[config.mk]
export PLATFORM = sky130hd
export DESIGN_NAME = nfsa_find
export DESIGN_NICKNAME = d
export VERILOG_FILES = /design/src/rtl/nfsa_pkg.sv /design/src/rtl/nfsa_find.sv
export SDC_FILE = /design/constraint.sdc
export NUM_CORES = 1
export LEC_CHECK = 0
export BUFFER_PORTS_ARGS = -buffer_cell sky130_fd_sc_hd__buf_4
export CORE_ASPECT_RATIO = 1.25
export CORE_MARGIN = 2
export CORE_UTILIZATION = 39
export DETAILED_ROUTE_END_ITERATION = 10
export PLACE_DENSITY = 0.87
export SYNTH_ARGS = -nofsm -noshare
export SYNTH_HDL_FRONTEND = slang
export SYNTH_SLANG_ARGS = --single-unit
export TNS_END_PERCENT = 30
[constraint.sdc]
create_clock -name vclk -period 1.5
set_input_delay 0.225 -clock vclk [all_inputs]
set_output_delay 0.225 -clock vclk [all_outputs]
set_load 0.02 [all_outputs]
[src/rtl/nfsa_pkg.sv]
// ----------------------------------------------------------------------------
// Next-fit slot allocator package
// Pool geometry, occupancy word layout, operation codes and the finder result type.
// ----------------------------------------------------------------------------
package nfsa_pkg;

   localparam int POOL_SLOTS = 4096;
   localparam int FIELD_W    = 12;
   localparam int WORD_BITS  = 64;
   localparam int BIT_W      = $clog2(WORD_BITS);
   localparam int ROWS       = (POOL_SLOTS + WORD_BITS - 1) / WORD_BITS;
   localparam int ROW_W      = (ROWS > 1) ? $clog2(ROWS) : 1;
   localparam int SLOT_W     = ROW_W + BIT_W;
   localparam int VISIT_W    = $clog2(ROWS + 1);
   localparam int LAST_BITS  = POOL_SLOTS - (ROWS - 1) * WORD_BITS;

   localparam logic [WORD_BITS-1:0] LAST_MASK =
      {WORD_BITS{1'b1}} >> (WORD_BITS - LAST_BITS);

   localparam logic OP_ALLOC = 1'b0;
   localparam logic OP_FREE  = 1'b1;

   typedef logic [WORD_BITS-1:0] word_type;
   typedef logic [ROW_W-1:0]     row_type;
   typedef logic [BIT_W-1:0]     bit_type;
   typedef logic [SLOT_W-1:0]    slot_type;
   typedef logic [VISIT_W-1:0]   visit_type;

   typedef struct packed {
      logic    found;
      bit_type index;
   } find_type;

endpackage

[src/rtl/nfsa_find.sv]
// ----------------------------------------------------------------------------
// Next-fit slot allocator free-bit finder
// Lowest free slot of one occupancy word inside a search window.
// ----------------------------------------------------------------------------
module nfsa_find import nfsa_pkg::*; (
   input  word_type occupied,
   input  word_type window,
   output find_type result
);

   word_type free_bits;

   assign free_bits = ~occupied & window;

   always_comb begin
      result = '0;
      for (int i = WORD_BITS - 1; i >= 0; i--) begin
         if (free_bits[i]) begin
            result.found = 1'b1;
            result.index = bit_type'(i);
         end
      end
   end

endmodule

==> key figures, run 1 <==
Run status
  – Status: complete, but fails checks
  – Failing checks: setup timing

Hold path
  – Hold EP: result[5]
  – HP Class: input port to output port
  – Min-delay src: window[22]
  – Hold Path Depth: 7

Setup path
  – Crit path launch type: input port
  – CP peak stage delay: 370 ps
  – Worst Path Arrival: 1610 ps
  – Critical Path, Cell by Cell: buf_4 > nor2b_4 > nand2b_4 > a311oi_1 > o31ai_2 > a211oi_2 > nor3_2 > buf_4
  – Worst endpoint required time: 1270 ps
  – Critical-path top delay cell: a311oi_1
  – Crit path kind: input port to output port
  – Most frequent CP cell: buf_4
  – CP Capture Type: output port
  – Crit-path max FO: 3

STA
  – RSZ-0062 raised after global routing: yes
  – Total negative slack: -1680 ps
  – Peak Freq: 545 MHz
  – Worst relative slew slack: 0.674
  – Final period util: 1.22
  – Final Max Slew Viols: 0
  – Worst setup margin: -334 ps
  – Worst slew pin tran: 483 ps
  – Final worst path period need: 1830 ps
  – Final Hold Fails: 0
  – Number of setup violations in the final report: 7

Floorplan
  – Die Y-Extent: 70.8 um
  – FP Rows: 24
  – Ports: 135
  – Die Wd: 57.4 um
  – Initial Util: 0.403
  – Die Area: 4060 um^2
  – Core box area: 3450 um^2

Cells and area
  – Ratio of cells with drive above 1 in the final layout: 0.585
  – Reg area: 0 um^2
  – Area Overhead vs Synth: 113%
  – Post-route cell area: 2960 um^2
  – Fillers: 212
  – Layout clock buffers: 0
  – Multi-input combinational cell area: 1560 um^2
  – Sequential cell count: 0
  – Fin nets: 516
  – N_diodes: 0
  – Layout Utilization: 0.857

Route
  – Met2 wire len: 3.60 mm
  – DR iter-0 viols: 102
  – Wire length per cell: 15.0 um
  – Drt via density: 5.60
  – M1 wire length: 2.17 mm
  – Post-route antenna net violation count: 0
  – Total Wirelength: 6.38 mm
  – Drt drc: 0
  – Via count: 2379
  – Highest metal used: met4
  – DR WL met3: 384 um
  – TritonRoute pass-1 iters: 4

Yosys
  – Post-Syn Nets: 344
  – Sequential element share of the synthesized area: 0
  – Number of distinct library cells after synthesis: 43
  – Mapped Area: 1390 um^2
  – Top cells by area, synth: nand2b_1 15%, nor2b_1 12%, nor4_2 7.2%
  – Yosys warns: 0
  – Post-Synthesis Cells: 216
  – Commonest cells post-synth: 33 x nand2b_1, 26 x nor2b_1, 21 x nand2_1
  – Largest area contributor in the netlist: nand2b_1
  – Share of the synthesized area in the top cell type: 0.148
  – Top-count cell post-synth: nand2b_1
  – Average cell area after synthesis: 6.44 um^2

Global routing
  – Overflow after GRT: 0
  – Number of global-route vias before repair: 2391
  – Initial antenna violation count: 0
  – All-Layer GR Usage: 0.266
  – First-pass GRT wire length: 9.11 mm
  – Pin count of the biggest net entering global routing: 6

Power
  – Comb power frac: 1.000
  – PD cells: 296 nW/um^2
  – Clock power frac: 0
  – P_leak: 1.44 nW
  – Internal power: 0.501 mW
  – Switching part of the total: 0.428
  – Sequential share of power: 0
  – Worst vdd ir: 200 uV
  – Switching power: 0.374 mW

Placed design
  – Post-DP HPWL: 4.88 mm
  – Routability congestion estimate: 0.884
  – I/O Buffers: 135
  – Placed cell area: 2710 um^2
  – Setup slack at placement: -392 ps

Run
  – Max-cap viol count: 0
[per-stage QoR]
stage          power, mW  instances  hold WS [ps]
6_report           0.875        425          1040
5_1_grt            0.933        425          1080
4_1_cts            0.792        423          1050
3_5_place_dp       0.757        423          1050
3_3_place_gp       0.738        423          1050
2_1_floorplan      0.331        216           763
[critical path, delay by kind of cell]
family / cells / cell delay, ps
buffers and inverters: 2 / 280
AND/OR/NAND/NOR: 3 / 350
AO/OA/AOI/OAI: 3 / 740
[worst max path at each step]
stage                       startpoint   endpoint  cells after the start
after floorplan             window[43]  result[4]                      5
after global routing         window[3]  result[1]                      8
after detailed placement     window[3]  result[1]                      8
after CTS                    window[3]  result[1]                      8
after global placement    occupied[59]  result[0]                      8
final                       window[58]  result[1]                      8
[repair_timing]
action	in CTS	in global routing
pin swaps	9	19
resized for setup	21	34
hold buffers	0	0
setup endpoints to repair	7	7
buffers inserted	0	2
[final cells by class]
class                           count  share of cell area
Tap cell                           39              0.0165
Multi-Input combinational cell    204               0.528
Inverter                           12              0.0152
Timing Repair Buffer              170               0.440
[logic make-up (layout without fill, tap and decap cells)]
logic type / count (synthesis) / count (layout) / share of synthesized area
simple gates: 145 / 145 / 0.682
buf+inv: 12 / 182 / 0.0324
compound gates: 59 / 59 / 0.286
[routing by layer]
metal | up-vias | GRT usage
met3 | 24 | 0.0402
met4 | 0 | 0.0956
met2 | 115 | 0.563
li1 | 1140 | -
met1 | 1100 | 0.238
met5 | - | 0
[power by group through the flow]
stage	logic [mW]	clock network, mW	registers (mW)
final	0.875	0	0
after global routing	0.933	0	0
after CTS	0.792	0	0
after detailed placement	0.757	0	0
after global placement	0.738	0	0
after floorplan	0.331	0	0
[layout by cell type (no fill, tap or decap), types with 2 or more instances in the layout]
cell type	instances
buf_4	163
nand2b_1	29
nand2_1	20
nor2b_1	14
nor2_1	14
inv_1	12
a21oi_1	10
nor2b_4	9
nand2b_4	9
nor2b_2	7
o21ai_1	7
nand3_1	7
buf_6	7
nand4_1	6
nor3_1	6
nor4_4	5
o21ai_0	5
nor4_2	4
a31oi_1	4
o211ai_1	4
o21ai_2	3
a211oi_1	3
a211oi_2	3
and2b_1	2
nand2b_2	2
a311oi_2	2
o31ai_1	2
o31ai_2	2
nor3_2	2
Power figures use the tool's default switching activity.
==> run 2, diff against run 1 <==
- ABC_AREA: default -> 1
- PLACE_DENSITY: 0.87 -> 0.85
==> run 2 against run 1 <==
Against the previous run:
- the flow still finishes with violations (setup timing)
- power fell by 1.6%
- worst setup slack got worse by 2000 ps
- final cell count rose by 24%
- first-iteration DRC count fell by 71%
==> key figures, run 2 <==
Run status
  – Status: complete, but fails checks
  – Failing checks: setup timing

Global routing
  – First-pass GRT wire length: 8.27 mm (-9.2%)
  – All-Layer GR Usage: 0.232 (-0.0339)
  – Initial antenna violation count: 0 (unchanged)
  – Pin count of the biggest net entering global routing: 4 (-2)
  – Number of global-route vias before repair: 2406 (+0.63%)
  – Overflow after GRT: 0 (unchanged)

Setup path
  – Crit path kind: input port to output port
  – Crit path launch type: input port
  – CP Capture Type: output port
  – Worst endpoint required time: 1270 ps (about the same)
  – Crit-path max FO: 2 (-1)
  – Worst Path Arrival: 3620 ps (+2010 ps)
  – CP peak stage delay: 130 ps (-240 ps)
  – Critical-path top delay cell: buf_6
  – Most frequent CP cell: nand2_1

STA
  – Worst setup margin: -2350 ps (-2010 ps)
  – Final period util: 2.56 (+1.34)
  – RSZ-0062 raised after global routing: yes
  – Final Max Slew Viols: 0 (unchanged)
  – Peak Freq: 260 MHz (-52%)
  – Final worst path period need: 3850 ps (+2010 ps)
  – Worst slew pin tran: 245 ps (-238 ps)
  – Worst relative slew slack: 0.836 (+0.161)
  – Total negative slack: -5570 ps (-3890 ps)
  – Final Hold Fails: 0 (unchanged)
  – Number of setup violations in the final report: 7 (unchanged)

Clocking
  – Number of setup buffers added after CTS: 0 (unchanged)
  – Hold buffer count at cts: 0 (unchanged)

Placed design
  – Routability congestion estimate: 0.802 (-9.3%)
  – Dpl cells: 529 (+25%)
  – I/O Buffers: 135 (unchanged)
  – Post-DP HPWL: 4.40 mm (-9.9%)
  – Setup slack at placement: -2320 ps (-1930 ps)

Yosys
  – Number of distinct library cells after synthesis: 19 (-56%)
  – Mapped Area: 1430 um^2 (+2.8%)
  – Average cell area after synthesis: 4.78 um^2 (-26%)
  – Post-Synthesis Cells: 299 (+38%)
  – Top cells by area, synth: nand2_1 34%, nand2_4 20%, inv_1 14%
  – Post-Syn Nets: 427 (+24%)
  – Sequential element share of the synthesized area: 0 (unchanged)
  – Top-count cell post-synth: nand2_1
  – Share of the synthesized area in the top cell type: 0.339 (+0.190)
  – Commonest cells post-synth: 129 x nand2_1, 55 x inv_1, 26 x nand2_4, 26 x nor2_1, 16 x nand2_2
  – Largest area contributor in the netlist: nand2_1
  – Yosys warns: 0 (unchanged)

Route
  – Post-route antenna net violation count: 0 (unchanged)
  – Drt via density: 4.46 (-20%)
  – TritonRoute pass-1 iters: 4 (unchanged)
  – Via count: 2359 (-0.84%)
  – Wire length per cell: 9.28 um (-38%)
  – Drt drc: 0 (unchanged)
  – Total Wirelength: 4.91 mm (-23%)
  – DR iter-0 viols: 30 (-71%)

Floorplan
  – Die Wd: 58.2 um (+1.3%)
  – Initial Util: 0.407 (+0.00415)
  – FP Rows: 24 (unchanged)
  – Ports: 135 (unchanged)
  – Die Y-Extent: 71.7 um (+1.3%)
  – Core box area: 3510 um^2 (+1.7%)
  – Die Area: 4170 um^2 (+2.6%)

Run
  – Max-cap viol count: 0 (unchanged)

Cells and area
  – Layout clock buffers: 0 (unchanged)
  – Ratio of cells with drive above 1 in the final layout: 0.537 (-0.0488)
  – Layout Utilization: 0.849 (-0.00752)
  – Non-filler instance count after layout: 529 (+24%)
  – N_diodes: 0 (unchanged)
  – Sequential cell count: 0 (unchanged)
  – Area Overhead vs Synth: 109%
  – Most common cell after layout, fill and taps aside: buf_4
  – Commonest non-fill, non-tap cells in the layout: 188 x buf_4, 126 x nand2_1, 53 x inv_1
  – Fin nets: 620 (+20%)
  – Reg area: 0 um^2 (unchanged)

Power
  – Worst vdd ir: 244 uV (+22%)
  – Power Total: 0.861 mW (-1.6%)
  – PD cells: 289 nW/um^2 (-2.5%)
  – P_leak: 2.01 nW (+40%)

Hold path
  – HP Class: input port to output port
-- run 2: changes by cell type after synthesis, sizes merged, moves of 7 or more --
| cell | before | now |
|---|---|---|
| o21ai | 15 | 3 |
| inv | 12 | 70 |
| nand2 | 21 | 171 |
| nor2b | 30 | 0 |
| nor2 | 15 | 27 |
| nand4 | 8 | 1 |
| nand2b | 40 | 0 |
-- run 2: kinds of logic after synthesis --
kind of cell	Yosys count	synth area share
buf+inv	70	0.184
compound gates	18	0.0814
simple gates	211	0.735
-- run 2: per-layer routing --
layer | share of wire | vias to the layer above | global-route usage
met5 | 0 | - | 0
li1 | - | 1261 | -
met3 | 0.064 | 6 | 0.0235
met1 | 0.33 | 1014 | 0.209
met2 | 0.60 | 78 | 0.527
met4 | 0.0098 | 0 | 0.0310
-- run 2: critical path, delay by kind of cell --
kind | cells | cell delay [ps]
AO/OA/AOI/OAI | 1 | 120
AND/OR/NAND/NOR | 62 | 3050
buffers and inverters | 2 | 220
-- run 2: power breakdown --
group	internal, mW	leakage (nW)	switching [mW]	total, mW
sequential	0	0	0	0
clock	0	0	0	0
combinational	0.491	2.01	0.370	0.861
-- run 2: worst paths after layout --
check / end / start / slack (ps) / depth (start not counted)
worst max-delay path: result[0] / occupied[63] / -2350 / 65
worst min-delay path: result[0] / occupied[1] / 920 / 6
-- run 2: per-stage QoR --
stage | hold WS (ps) | area [um^2]
2_1_floorplan | 661 | 1440
3_3_place_gp | 923 | 2920
3_5_place_dp | 941 | 2920
4_1_cts | 921 | 2970
5_1_grt | 963 | 2980
6_report | 919 | 2980
-- run 2: layout make-up --
cell class                 count  area [um^2]
tap                           39         48.8
multi-input combinational    229         1220
inverter                      70          265
timing repair buffer         191         1450
fill                         231          531
-- run 2: repair_timing --
item	in CTS	in global routing
gates resized for setup	15	3
pin swaps	20	3
endpoints found under the setup margin	7	7
hold endpoints to repair	0	0
cloned	0	0
